===== src/rtl/core/brse_pkg.sv =====
`default_nettype none
// ----------------------------------------------------------------------------
// brse_pkg
// Shared types and constants of the block run/size symbol encoder.
// ----------------------------------------------------------------------------
package brse_pkg;

    localparam int unsigned MAG_BITS   = 15;
    localparam int unsigned SIZE_BITS  = 4;
    localparam int unsigned POS_BITS   = 6;
    localparam int unsigned SYM_BITS   = 8;
    localparam int unsigned COMP_BITS  = 2;
    localparam int unsigned ZCNT_BITS  = 2;
    localparam int unsigned QDEPTH     = 4;
    localparam int unsigned QPTR_BITS  = $clog2(QDEPTH);
    localparam int unsigned QCNT_BITS  = $clog2(QDEPTH + 1);

    localparam logic [SYM_BITS-1:0] SYM_ZRL  = 8'hF0;
    localparam logic [SYM_BITS-1:0] SYM_EOB  = 8'h00;
    localparam logic [POS_BITS-1:0] LAST_POS = 6'd63;

    // One queued job: zrl_cnt ZRL symbols, then the final symbol.
    typedef struct packed {
        logic [ZCNT_BITS-1:0] zrl_cnt;
        logic [SYM_BITS-1:0]  symbol;
        logic                 is_dc;
        logic [COMP_BITS-1:0] comp;
        logic [MAG_BITS-1:0]  extra_bits;
        logic [SIZE_BITS-1:0] extra_len;
    } job_t;

    // Queue status toward the back end.
    typedef struct packed {
        logic valid;
    } q_ctl_t;

endpackage : brse_pkg
`default_nettype wire


===== src/rtl/core/brse_front.sv =====
`default_nettype none
// ----------------------------------------------------------------------------
// brse_front
// Accept coefficients, track scan position and zero run, build symbol jobs.
// ----------------------------------------------------------------------------
module brse_front #(
    parameter int unsigned COEF_BITS = 16
) (
    input  wire logic                        aclk,
    input  wire logic                        aresetn,
    input  wire logic                        in_valid,
    output logic                             in_ready,
    input  wire logic [COEF_BITS-1:0]        in_coef,
    input  wire logic [brse_pkg::COMP_BITS-1:0] in_comp,
    output logic                             push,
    input  wire logic                        q_full,
    output brse_pkg::job_t                   push_job
);
    import brse_pkg::*;

    logic [POS_BITS-1:0] pos_reg, pos_next;
    logic [POS_BITS-1:0] run_reg, run_next;

    logic signed [32:0]         coef_ext;
    logic signed [MAG_BITS:0]   v;
    logic [MAG_BITS-1:0]        mag;
    logic [MAG_BITS:0]          mant;
    logic [MAG_BITS:0]          mask;
    logic [SIZE_BITS-1:0]       n;
    logic                       accept;
    logic                       emit;
    job_t                       job;

    assign in_ready = !q_full;
    assign accept   = in_valid && !q_full;

    always_comb begin
        coef_ext = {{(33 - COEF_BITS){in_coef[COEF_BITS-1]}}, in_coef};
        // Clamp to the symmetric 16-bit range.
        if (coef_ext > 33'sd32767) begin
            v = 16'sd32767;
        end else if (coef_ext < -33'sd32767) begin
            v = -16'sd32767;
        end else begin
            v = coef_ext[MAG_BITS:0];
        end
        mag  = v[MAG_BITS] ? MAG_BITS'(-v) : v[MAG_BITS-1:0];
        mant = v[MAG_BITS] ? (MAG_BITS+1)'(v - 16'sd1) : v;
        n    = '0;
        for (int i = 0; i < MAG_BITS; i++) begin
            if (mag[i]) n = SIZE_BITS'(i + 1);
        end
        mask = ((MAG_BITS+1)'(1) << n) - (MAG_BITS+1)'(1);
    end

    always_comb begin
        job            = '0;
        job.comp       = in_comp;
        emit           = 1'b0;
        run_next       = run_reg;
        if (pos_reg == '0) begin
            job.symbol     = SYM_BITS'(n);
            job.is_dc      = 1'b1;
            job.extra_bits = mask[MAG_BITS-1:0] & mant[MAG_BITS-1:0];
            job.extra_len  = n;
            emit           = 1'b1;
            run_next       = '0;
        end else if (mag == '0) begin
            run_next = run_reg + POS_BITS'(1);
            if (pos_reg == LAST_POS) begin
                job.symbol = SYM_EOB;
                emit       = 1'b1;
            end
        end else begin
            job.zrl_cnt    = run_reg[5:4];
            job.symbol     = {run_reg[3:0], n};
            job.extra_bits = mask[MAG_BITS-1:0] & mant[MAG_BITS-1:0];
            job.extra_len  = n;
            emit           = 1'b1;
            run_next       = '0;
        end
        if (pos_reg == LAST_POS) begin
            pos_next = '0;
            run_next = '0;
        end else begin
            pos_next = pos_reg + POS_BITS'(1);
        end
    end

    assign push     = accept && emit;
    assign push_job = job;

    always_ff @(posedge aclk) begin
        if (!aresetn) begin
            pos_reg <= '0;
            run_reg <= '0;
        end else if (accept) begin
            pos_reg <= pos_next;
            run_reg <= run_next;
        end
    end

endmodule : brse_front
`default_nettype wire


===== src/rtl/core/brse_queue.sv =====
`default_nettype none
// ----------------------------------------------------------------------------
// brse_queue
// Short job queue that decouples the front end from the back end.
// ----------------------------------------------------------------------------
module brse_queue (
    input  wire logic            aclk,
    input  wire logic            aresetn,
    input  wire logic            push,
    input  wire brse_pkg::job_t  push_job,
    output logic                 full,
    input  wire logic            pop,
    output brse_pkg::q_ctl_t     head_ctl,
    output brse_pkg::job_t       head_job
);
    import brse_pkg::*;

    job_t                 entry_reg [QDEPTH];
    logic [QPTR_BITS-1:0] wr_ptr_reg, rd_ptr_reg;
    logic [QCNT_BITS-1:0] count_reg;
    logic                 do_pop;

    assign full           = (count_reg == QCNT_BITS'(QDEPTH));
    assign head_ctl.valid = (count_reg != '0);
    assign head_job       = entry_reg[rd_ptr_reg];
    assign do_pop         = pop && head_ctl.valid;

    always_ff @(posedge aclk) begin
        if (push && !full) begin
            entry_reg[wr_ptr_reg] <= push_job;
        end
    end

    always_ff @(posedge aclk) begin
        if (!aresetn) begin
            wr_ptr_reg <= '0;
            rd_ptr_reg <= '0;
            count_reg  <= '0;
        end else begin
            if (push && !full) wr_ptr_reg <= wr_ptr_reg + QPTR_BITS'(1);
            if (do_pop)        rd_ptr_reg <= rd_ptr_reg + QPTR_BITS'(1);
            if ((push && !full) && !do_pop) begin
                count_reg <= count_reg + QCNT_BITS'(1);
            end else if (do_pop && !(push && !full)) begin
                count_reg <= count_reg - QCNT_BITS'(1);
            end
        end
    end

endmodule : brse_queue
`default_nettype wire


===== src/rtl/core/brse_back.sv =====
`default_nettype none
// ----------------------------------------------------------------------------
// brse_back
// Expand each job into its ZRL symbols and final symbol, one per cycle unless out_ready stalls.
// ----------------------------------------------------------------------------
module brse_back (
    input  wire logic            aclk,
    input  wire logic            aresetn,
    input  wire brse_pkg::q_ctl_t head_ctl,
    input  wire brse_pkg::job_t   head_job,
    output logic                 pop,
    output logic                 out_valid,
    input  wire logic            out_ready,
    output brse_pkg::job_t       out_job,
    output logic                 out_last
);
    import brse_pkg::*;

    logic                 valid_reg;
    job_t                 job_reg;
    logic                 last_reg;
    logic [ZCNT_BITS-1:0] zsent_reg;
    logic                 load;
    logic                 zrl_step;
    job_t                 zrl_job;

    assign load     = head_ctl.valid && (!valid_reg || out_ready);
    assign zrl_step = (zsent_reg != head_job.zrl_cnt);
    assign pop      = load && !zrl_step;

    always_comb begin
        zrl_job        = '0;
        zrl_job.symbol = SYM_ZRL;
        zrl_job.comp   = head_job.comp;
    end

    always_ff @(posedge aclk) begin
        if (!aresetn) begin
            valid_reg <= 1'b0;
            zsent_reg <= '0;
        end else begin
            if (load) begin
                valid_reg <= 1'b1;
                zsent_reg <= zrl_step ? zsent_reg + ZCNT_BITS'(1) : '0;
            end else if (out_ready) begin
                valid_reg <= 1'b0;
            end
        end
    end

    always_ff @(posedge aclk) begin
        if (load) begin
            job_reg  <= zrl_step ? zrl_job : head_job;
            last_reg <= !zrl_step;
        end
    end

    assign out_valid = valid_reg;
    assign out_job   = job_reg;
    assign out_last  = last_reg;

endmodule : brse_back
`default_nettype wire


===== src/rtl/core/block_run_size_symbol_encoder_top.sv =====
`default_nettype none
// ----------------------------------------------------------------------------
// block_run_size_symbol_encoder_top
// Run/size symbol encoder for 8x8 coefficient blocks in scan order.
// ----------------------------------------------------------------------------
// Feed the 64 coefficients of each block in scan order, one transfer each, with
// the component on tuser. The first coefficient of a block yields a DC size
// symbol; zero AC coefficients yield nothing until a nonzero one arrives, which
// yields one ZRL (0xF0) per 16 pending zeros and then its run/size symbol; a
// block that ends on zeros yields an end-of-block symbol (0x00). tlast marks
// the final result of each input transfer. The input takes one coefficient per
// cycle while the 4-entry job queue has room; the output gives one result per
// cycle while jobs wait and results are taken: first each ZRL a coefficient
// carries, then its final symbol (up to four in all). ZRL bursts and stalls
// on the result channel fill the queue, and only a full queue backs up the
// input. A coefficient's first result passes through the job queue and then
// the output register. Inputs are sign-extended from COEF_BITS and clamped
// to +/-32767.
// ----------------------------------------------------------------------------
module block_run_size_symbol_encoder_top #(
    parameter int unsigned COEF_BITS = 16
) (
    input  wire logic                                aclk,
    input  wire logic                                aresetn,
    // Input channel
    input  wire logic                                s_axis_tvalid,
    output logic                                     s_axis_tready,
    // tdata: coefficient (COEF_BITS, signed), zero padding to whole bytes
    input  wire logic [((COEF_BITS + 7) / 8) * 8-1:0] s_axis_tdata,
    // tuser: component [1:0]
    input  wire logic [1:0]                          s_axis_tuser,
    // Result channel
    output logic                                     m_axis_tvalid,
    input  wire logic                                m_axis_tready,
    // tdata: symbol [7:0], extra_bits [22:8], extra_len [26:23], zeros [31:27]
    output logic [31:0]                              m_axis_tdata,
    // tuser: is_dc [0], table_component [2:1]
    output logic [2:0]                               m_axis_tuser,
    output logic                                     m_axis_tlast
);
    import brse_pkg::*;

    logic     push;
    logic     q_full;
    logic     pop;
    job_t     push_job;
    job_t     head_job;
    job_t     out_job;
    q_ctl_t   head_ctl;
    logic     out_last;

    // Front end: classify each coefficient and queue a job when it yields output.
    brse_front #(
        .COEF_BITS (COEF_BITS)
    ) u_front (
        .aclk     (aclk),
        .aresetn  (aresetn),
        .in_valid (s_axis_tvalid),
        .in_ready (s_axis_tready),
        .in_coef  (s_axis_tdata[COEF_BITS-1:0]),
        .in_comp  (s_axis_tuser),
        .push     (push),
        .q_full   (q_full),
        .push_job (push_job)
    );

    // Job queue: hold work while the back end drains ZRL bursts.
    brse_queue u_queue (
        .aclk     (aclk),
        .aresetn  (aresetn),
        .push     (push),
        .push_job (push_job),
        .full     (q_full),
        .pop      (pop),
        .head_ctl (head_ctl),
        .head_job (head_job)
    );

    // Back end: expand jobs into results through the output register.
    brse_back u_back (
        .aclk      (aclk),
        .aresetn   (aresetn),
        .head_ctl  (head_ctl),
        .head_job  (head_job),
        .pop       (pop),
        .out_valid (m_axis_tvalid),
        .out_ready (m_axis_tready),
        .out_job   (out_job),
        .out_last  (out_last)
    );

    // Pack result fields, lowest field first.
    assign m_axis_tdata = {5'b0, out_job.extra_len, out_job.extra_bits, out_job.symbol};
    assign m_axis_tuser = {out_job.comp, out_job.is_dc};
    assign m_axis_tlast = out_last;

endmodule : block_run_size_symbol_encoder_top
`default_nettype wire

===== config.mk =====
export PLATFORM = sky130hd
export DESIGN_NAME = block_run_size_symbol_encoder_top
export DESIGN_NICKNAME = d
export VERILOG_FILES = /design/src/rtl/core/brse_pkg.sv /design/src/rtl/core/brse_front.sv /design/src/rtl/core/brse_queue.sv /design/src/rtl/core/brse_back.sv /design/src/rtl/core/block_run_size_symbol_encoder_top.sv
export SDC_FILE = /design/constraint.sdc
export NUM_CORES = 1
export LEC_CHECK = 0
export BUFFER_PORTS_ARGS = -buffer_cell sky130_fd_sc_hd__buf_4
export CAP_MARGIN = 40
export CELL_PAD_IN_SITES_DETAIL_PLACEMENT = 0
export CELL_PAD_IN_SITES_GLOBAL_PLACEMENT = 1
export CORE_MARGIN = 1.5
export CORE_UTILIZATION = 47
export CTS_BUF_LIST = sky130_fd_sc_hd__clkbuf_2
export CTS_CLUSTER_DIAMETER = 100
export DETAILED_ROUTE_END_ITERATION = 8
export PLACE_DENSITY_LB_ADDON = 0.1
export RECOVER_POWER = 50
export REMOVE_ABC_BUFFERS = 1
export SETUP_SLACK_MARGIN = 0.15
export SLEW_MARGIN = 20
export SYNTH_ARGS = -nofsm -noshare
export SYNTH_HDL_FRONTEND = slang
export SYNTH_SLANG_ARGS = --single-unit

===== constraint.sdc =====
create_clock -name aclk -period 5.99 [get_ports aclk]
set_clock_uncertainty 0.2 [all_clocks]
set_input_delay 1.4975 -clock aclk [delete_from_list [all_inputs] [get_ports aclk]]
set_output_delay 1.4975 -clock aclk [all_outputs]
set_load 0.005 [all_outputs]

Word level (Yosys, flattened, before mapping). Memories as Yosys holds them, arrays and structs flattened. A register that Yosys moved wholly into a read port is not among the register bits. Index checks and enable logic that the tools add are counted.

Output and inout port bits: 38. Input port bits: 22. Register bits after elaboration: 53. Memories kept: 1. Word-level logic and storage cells: 92. Bits in writable memories: 128.

Reduce and logical (&&, ||, !) cells: 19. Bitwise operators: 1. Multiplexer cells: 42. Eq/ne operators: 3. Shift operators: 1. Add/sub/neg operators: 10. Magnitude comparators: 2.

Memory list: u_queue.entry_reg (words 4, bits a word 32, read ports 1, clocked after memory_dff 1, write ports 1, RTL line brse_queue.sv:18) `job_t entry_reg [QDEPTH];`.

Operators with widths (number): 19-bit 2-to-1 mux (2); 16-bit 2-to-1 mux (2); 4-bit 2-to-1 mux (8); 15-bit 2-to-1 mux (2); 15-bit by 2-bit subtractor with 15-bit output, second input constant (2); 6-bit 2-to-1 mux (4); 3-bit 2-to-1 mux (6); 16-bit > comparator, second input constant (1); 16-bit less-than comparator, second input constant (1); 8-bit 2-to-1 mux (2); 15-bit AND (1); 15-bit zero test (1); 15-bit negator (1); 1-bit by 4-bit left shift with 15-bit output, first input constant (1); 2-bit 2-to-1 mux (7); 6-bit by 1-bit adder with 6-bit output, second input constant (2); 1-bit 2-to-1 mux (9); 1-bit logical AND (8); 2-bit by 1-bit adder with 2-bit output, second input constant (3); 6-bit equality test, second input constant (1); 6-bit zero test (1); 1-bit zero test (5); 2-bit nonzero test (2); 3-bit by 1-bit adder with 3-bit output, second input constant (1); other kinds (5) (5).

Logic depth before layout (Yosys ltp). Gate-level depths: netlist of the first run.

Word-level depth: 25. Gate-level depth with buffers: 20. Depth with buffers taken out: 17.

Modules after synthesis. From an unflattened synthesis of the first run, not the netlist that was laid out.

Cell total of the unflattened synthesis: 647. Area, all modules: 8859.7 µm².

Modules (own cells, without submodules): brse_queue (cells an instance 215, sequential area each 4023.9 µm², area an instance 5148.7 µm², instances 1); brse_front (cells an instance 337, sequential area each 240.2 µm², area an instance 2254.7 µm², instances 1); brse_back (cells an instance 89, sequential area each 1051.0 µm², area an instance 1415.1 µm², instances 1); block_run_size_symbol_encoder_top (cells an instance 6, sequential area each 0.0 µm², area an instance 41.3 µm², instances 1).

Worst setup path before layout of the first run. OpenSTA, ideal clock, no wires.

Path kind: input -> register. Start point: in s_axis_tdata[3]. End point: mem u_queue.entry_reg[0][10] (netlist name) (data pin). Data required time: 5.603 ns. Path buffers: 3. Library setup time: 0.187 ns. Arrival time: 5.585 ns. Stages: 18. Setup slack: 0.017 ns. Cells stage by stage: buf_6 -> or4_4 -> buf_6 -> nor2_1 -> nand2_1 -> o31ai_1 -> ha_1 -> clkbuf_1 -> nor2_1 -> a21oi_1 -> o311ai_0 -> a21boi_0 -> o21ai_4 -> a21oi_4 -> nand3_1 -> ha_1 -> or4_1 -> a31oi_1.

RTL lines: start, declared (RTL line block_run_size_symbol_encoder_top.sv:29) `input wire logic [((COEF_BITS + 7) / 8) * 8-1:0] s_axis_tdata,`; end, declared (RTL line brse_queue.sv:18).

==> results summary, run 1 <==
The leakage power total is 0.003097 uW. The detail-routed via count per cell came out at 5.438. The count of fill cells added during filler insertion is 1373. Entering global routing, the biggest net connects 33 pins.

The time the worst path needs with I/O delays and setup is 5.576 ns. The path type of the worst setup path is input port to register. The fraction of layout instances using a drive strength above 1 came out at 25.74%.

The run finished, with violations left. The final reports fail on max-capacitance violations, max-slew violations. The cell with the largest stage delay on the worst path is or4_1. The clock transition at the registers of the reported paths came out at 0.24 ns. The flip-flop count of the largest register, all copies and words added came out at 112. The growth of design area from synthesis to finish is 14.78%. The part of the Yosys area used for sequential elements came out at 60.81%. The net load switching power came out at 914.1 uW. The H-tree was split into 4 levels. Once the clock tree was built, the resizer swapped 0 gates to a different size. The multiplexer fraction of the synthesized cell area is 8.910%. The share of synthesized area in the top cell type comes to 54.54%. edfxtp_1 is the most common cell in the netlist. Setup repair after global routing left no endpoint under its margin.

Hold repair after CTS inserted 0 buffers. The clock insertion delay at the later pin of the skew report is 0.71 ns. Yosys mapped a number of flops with a built-in enable equal to 139. The synthesized netlist devotes 7.880% of its cell area to compound gates.

The overall die area is 0.01706 mm2. The I/O pin count came out at 60. Walking the worst path, the cells encountered are clkbuf_4 -> or4_1 -> nor2_1 -> nand2_1 -> o31ai_1 -> ha_1 -> clkbuf_1 -> nor2_1 -> clkbuf_1 -> nor2_1 -> o311a_1 -> a21boi_0 -> clkbuf_1 -> o21ai_4 -> a21oi_4 -> nand3_1 -> ha_1 -> buf_4 -> o21ai_1 -> mux2i_1 -> o32ai_1. The post-CTS repair timing setup buffer count is 0. The netlist area before placement is 0.007654 mm2. The routability congestion estimate from global placement came out at 0.8732.

The TritonCTS clock tree is yes. The post-detailed-route wirelength per cell is 17.64 um. The area share of xor/xnor cells in the synthesized design is 2.632%. The count of buffers from port buffering is 54.

The simple-gate portion of the synthesized area is 14.26%. The global-route usage over all layers came out at 19.63%. The relative slew slack came out at -56.69%. After routing the design area is 0.008785 mm2. Counting flops and latches in the post-synthesis netlist gives 163. The first-iteration detailed-routing DRC count came out at 279.

The worst setup path is launched from an input port. The biggest area contributor in the post-synthesis netlist is edfxtp_1. Setup violations remaining at the end of the flow were counted as 0.

The utilization of the core after routing came out at 55.30%. The worst-margin pin slew is 2.350 ns. The number of buffers inserted during clock tree synthesis is 17. After layout, the worst setup slack is 0.4138 ns. In this design, the stage delay of the slowest critical-path cell is 0.54 ns. The initial antenna violation count is 1.

In this run the deepest clock path goes through 2 buffers. The placement row count is 46. The power share of the clock group is 18.6%. The wire length of the first global-routing pass came out at 25.01 mm. The most used flip-flop cell after synthesis is edfxtp_1. After detailed routing, the number of remaining DRC violations is 0.

The number of clock sinks is 163. The number of distinct standard cells referenced by the synthesized netlist came out at 69. The post-synthesis instance total came out at 567.

The worst setup path is captured at a register. The max-slew violation total from the final report is 62. The top achievable clock speed is 179.3 MHz.

The critical path arrival came out at 5.80 ns. The switching share of power is 29.75%. The total via count in the routed design came out at 4834. The detailed-route wire length is 15.68 mm. The worst hold margin is 0.3004 ns. Data on the critical path is required at its endpoint by 6.21 ns. The proportion of register bits with asynchronous set or reset after synthesis came out at 0%. The chip width is 130.6 um.

The starting density of the core is 48.18%. The critical-path maximum fanout is 10. The aggregate global routing overflow came out at 0. The max-capacitance violation count is 2. The standard cell area after detailed placement came out at 0.008606 mm2. The path class of the tightest hold or removal check is register to register.

The share of the clock period used by the worst path after layout is 93.09%. The count of endpoints failing hold in the final timing report came out at 0. The cell-internal power came out at 2158 uW. The adder-cell share of the synthesized area came out at 1.896%. The share of power burned in combinational logic came out at 29.9%.

By area, the combinational part of the netlist is dominated by simple AND/OR/NAND/NOR gates. The clock root buffer is clkbuf_2. Dividing the synthesized area by the synthesized cell count gives 13.50 um2.

The first-pass iteration count of the detailed router came out at 4. The core region is 0.01589 mm2. The remaining number of nets flagged by the antenna check after routing came out at 0. During synthesis, Yosys emitted a total of 0 warnings. The y dimension of the die is 130.6 um.

The half-perimeter wire length of the detailed placement result came out at 10.87 mm. The share of total power in sequential cells is 51.6%. By area the synthesized netlist is led by edfxtp_1, mux4_2, dfxtp_1. The total power divided by cell area came out at 349.7 mW/mm2. The worst vdd rail ir drop is 0.1500 mV. By count the netlist is led by edfxtp_1, nor2_1, nand2_1, mux4_2.

The number of global-route vias before repair came out at 4833. The net count of the finished layout came out at 692. Timing analysis after detailed placement gives a worst setup slack of -0.1119 ns.
==> layer usage <==
metal	wire (um)	global-route usage (%)
met1	7265	26.06
met2	7501	32.29
met3	690	4.194
met4	222	6.787
met5	0	0
==> cells by family after synthesis <==
kind of cell    after synthesis
other cells                   1
compound gates               85
fa+ha+maj                    11
flops                       163
mux                          33
buf+inv                      58
xor+xnor                     23
simple gates                193
==> metrics by stage <==
step / setup TNS [ns] / instances / total power (uW)
after floorplan: -0.6486 / 535 / 2131
after global placement: -0.2131 / 856 / 2549
after detailed placement: -1.199 / 856 / 2573
after CTS: 0 / 888 / 3141
after global routing: 0 / 889 / 3269
final: 0 / 889 / 3072
==> worst max-delay path: cells and delay by family <==
family | cells | cell delay [ns]
AOI/OAI and AO/OA | 7 | 1.49
buffers and inverters | 5 | 0.94
and+or+nand+nor | 6 | 1.17
adders and majority gates | 2 | 0.58
muxes | 1 | 0.11
==> final cells by class <==
class / count / area (um2) / area share, %
sequential: 163 / 4657 / 53.01
clock inverter: 11 / 128.9 / 1.467
antenna: 1 / 2.502 / 0.02849
inverter: 22 / 87.58 / 0.9970
multi-input combinational: 350 / 2733 / 31.11
timing repair buffer: 105 / 800.8 / 9.116
tap: 216 / 270.3 / 3.076
clock buffer: 21 / 105.1 / 1.196
==> power by group through the flow <==
stage	combinational (uW)	sequential [uW]	clock (uW)
6_report	918	1580	570
5_1_grt	1020	1610	642
4_1_cts	961	1590	593
3_5_place_dp	959	1610	0
3_3_place_gp	945	1600	0
2_1_floorplan	482	1650	0
==> worst paths after layout <==
check	startpoint	end	slack [ns]	cells past startpoint
hold reg to reg	u_back.out_valid	u_back.out_valid	0.30	2
setup / recovery	s_axis_tdata[3]	u_queue.entry_reg[2][14]	0.41	21
hold / removal	u_back.out_valid	u_back.out_valid	0.30	2
setup reg to reg	register	u_queue.count_reg[2]	0.97	13
==> layout by cell type (no fill, tap or decap), types with 19 or more instances in the layout <==
cell type	n
mux4_2	28
edfxtp_1	139
nor2_1	34
clkbuf_2	21
inv_1	21
dfxtp_1	22
o21ai_0	19
and3_1	23
buf_4	54
clkbuf_4	37
nand2_1	32
Power figures use the tool's default switching activity.
==> inputs of run 2 (changes only) <==
--- a/config.mk
+++ b/config.mk
@@ -10,15 +10,16 @@
 export CELL_PAD_IN_SITES_DETAIL_PLACEMENT = 0
 export CELL_PAD_IN_SITES_GLOBAL_PLACEMENT = 1
 export CORE_MARGIN = 1.5
-export CORE_UTILIZATION = 47
+export CORE_UTILIZATION = 52
 export CTS_BUF_LIST = sky130_fd_sc_hd__clkbuf_2
 export CTS_CLUSTER_DIAMETER = 100
 export DETAILED_ROUTE_END_ITERATION = 8
-export PLACE_DENSITY_LB_ADDON = 0.1
+export PLACE_DENSITY_LB_ADDON = 0.25
 export RECOVER_POWER = 50
 export REMOVE_ABC_BUFFERS = 1
 export SETUP_SLACK_MARGIN = 0.15
 export SLEW_MARGIN = 20
 export SYNTH_ARGS = -nofsm -noshare
 export SYNTH_HDL_FRONTEND = slang
+export SYNTH_HIERARCHICAL = 1
 export SYNTH_SLANG_ARGS = --single-unit
==> constraint.sdc (replaced) <==
create_clock -name aclk -period 5.55 [get_ports aclk]
set_clock_uncertainty 0.2 [all_clocks]
set_input_delay 1.3875 -clock aclk [delete_from_list [all_inputs] [get_ports aclk]]
set_output_delay 1.3875 -clock aclk [all_outputs]
set_load 0.005 [all_outputs]
==> results summary, run 2 <==
The critical-path maximum fanout is 7. The sequential cell area came out at 0.005255 mm2. After layout, the minimum clock period comes to 5.295 ns. The path type of the worst setup path is input port to register. 60 I/O pins were placed. The clock insertion delay at the later pin of the skew report came out at 0.72 ns. The number of clock buffers added by TritonCTS is 17. The final standard cell area without fillers came out at 0.01032 mm2.

The detail-routed via count per cell is 5.661. Once detail routing completed, the nets flagged for antenna violations numbered 0. The final-report setup violation count came out at 0. The wire length of the first global-routing pass came out at 29.79 mm.

The flip-flop count of the largest register, all copies and words added came out at 128. The count of endpoints failing hold in the final timing report is 0. The worst hold margin came out at 0.3129 ns. The worst path uses 95.40% of the clock period.

The half-perimeter wire length of the detailed placement result is 13.01 mm. For this run the aggregate overflow at the end of global routing stands at 0. The placement row count came out at 47. The chip width came out at 133.0 um. The number of remaining DRC errors came out at 0. The fraction of layout instances using a drive strength above 1 is 31.19%.

The y dimension of the die came out at 133.0 um. The mapped netlist covers 0.008786 mm2. The detailed-route wire length came out at 18.60 mm. The endpoint required time on the critical path came out at 6.03 ns.

The post-synthesis instance total is 643. The Yosys step of the flow raised 6 warnings. Setup repair after global routing left no endpoint under its margin.

The first-pass iteration count of the detailed router is 5. The kind of end point of the critical path is a register. The overall die area came out at 0.01769 mm2. The global-route usage over all layers came out at 22.03%. Data on the critical path arrives at its endpoint at 5.77 ns. The relative slew slack came out at -65.30%. The design draws 3809 uW.

For this design, the sink count on the clock tree is 183. The starting density of the core came out at 53.17%. The library cell used most frequently in the layout, excluding fill and tap cells, is edfxtp_1. The placeable core area is 0.01652 mm2. The synthesized area divided by synthesized cell count came out at 13.66 um2. CTS placed an instance of clkbuf_2 at the clock tree root. The number of buffers between clock root and the deepest sink came out at 2. The run finished, with violations left. The post-detailed-route wirelength per cell is 18.31 um. The count of buffers from port buffering came out at 54. The first-iteration detailed-routing DRC count came out at 452. The max-slew violation total from the final report is 97. In this run the static leakage power is 0.003654 uW. Max-cap violations in this run came to 3. The sort of element at the start of the critical path is an input port.

The net count of the finished layout came out at 816. TritonCTS built the clock tree. The worst setup slack after layout came out at 0.2552 ns. The standard cell area after detailed placement is 0.01002 mm2. The tightest min-delay check is of the register to register type. The worst-margin pin slew came out at 2.480 ns.

Leaving out fill and tap cells, the most frequent cells in the layout are edfxtp_1, buf_4, clkbuf_4, nand2_1, mux4_2. Detailed routing inserted a total of 5752 vias. Routability-driven placement finished with a final weighted congestion of 0.8971. The initial antenna violation count is 1.

The area of combinational cells with multiple inputs came out at 0.003262 mm2. The top achievable clock speed is 188.9 MHz. The maximum number of pins on one net before global-route repair is 33.

The number of global-route vias before repair is 5773. After clock tree synthesis, the clock-pin slew on the worst setup and hold paths is 0.27 ns. The growth of design area from synthesis to finish came out at 17.46%. The worst-case IR drop observed on VDD is 0.1756 mV.

Dividing total power by cell area gives a power density of 369.1 mW/mm2. The final reports fail on max-capacitance violations, max-slew violations. The deepest level of the CTS H-tree came out at 4.

Buffers inserted to repair hold after CTS numbered 0. Before CTS, the worst setup slack after placement is -0.7125 ns. After filler insertion, the fill cell instance count of the layout stands at 1292.
-- run 2: path summary, 6_finish.rpt --
check	start	end	slack [ns]	cells past startpoint
setup reg to reg	register	u_queue/count_reg[2]	0.52	13
hold / removal	u_front/run_reg[5]	u_front/run_reg[5]	0.31	2
hold reg to reg	u_front/run_reg[5]	u_front/run_reg[5]	0.31	2
setup / recovery	s_axis_tdata[12]	u_queue/count_reg[2]	0.26	21
-- run 2: layer usage --
metal / vias to the layer above / global-route usage (%) / wire length (um)
met2: 163 / 37.30 / 9484
met4: 0 / 6.532 / 184
met3: 15 / 3.563 / 751
met5: - / 0 / 0
met1: 2816 / 29.52 / 8178
li1: 2758 / - / -
-- run 2: where the power goes --
| group | leakage [uW] | switching (uW) | internal (uW) | total (uW) |
|---|---|---|---|---|
| Clock | 0.000130 | 473 | 137 | 610 |
| Sequential | 0.00165 | 90.2 | 1880 | 1970 |
| Combinational | 0.00187 | 640 | 594 | 1230 |
-- run 2: final cells by class --
class	count	share of cell area, %
multi-input cells	397	31.61
clock buffers	17	0.8244
diodes	1	0.02425
inverters	20	0.7274
clock inverters	15	1.394
flip-flops and latches	183	50.92
repair buffers	163	11.83
well taps	220	2.667
-- run 2: through the flow --
step	TNS, ns	instances	util (%)
floorplan	-230.41	600	-
global placement	-51.69	982	60.65
detailed placement	-68.25	982	60.65
CTS	0	1014	62.15
global route	0	1016	62.45
finish	0	1016	62.45
-- run 2: repair_timing --
action                                  CTS  global route
gates resized for setup                   4            19
pin swaps                                 0             6
endpoints found under the setup margin   12            44
buffers inserted                          0             1
-- run 2: worst max-delay path: stages --
cell and delay (ns):
clkbuf_4 0.11, or4_1 0.55, o41ai_2 0.25, ha_1 0.35, inv_1 0.10, nand2_1 0.11
ha_4 0.20, buf_4 0.16, and3_1 0.15, o22a_1 0.22, or4_1 0.53, nor4_4 0.20
and3_1 0.23, nor2_1 0.04, nor2b_1 0.14, ha_1 0.24, inv_1 0.07, fa_1 0.17
xor2_1 0.07, or3_1 0.30, a21boi_0 0.17
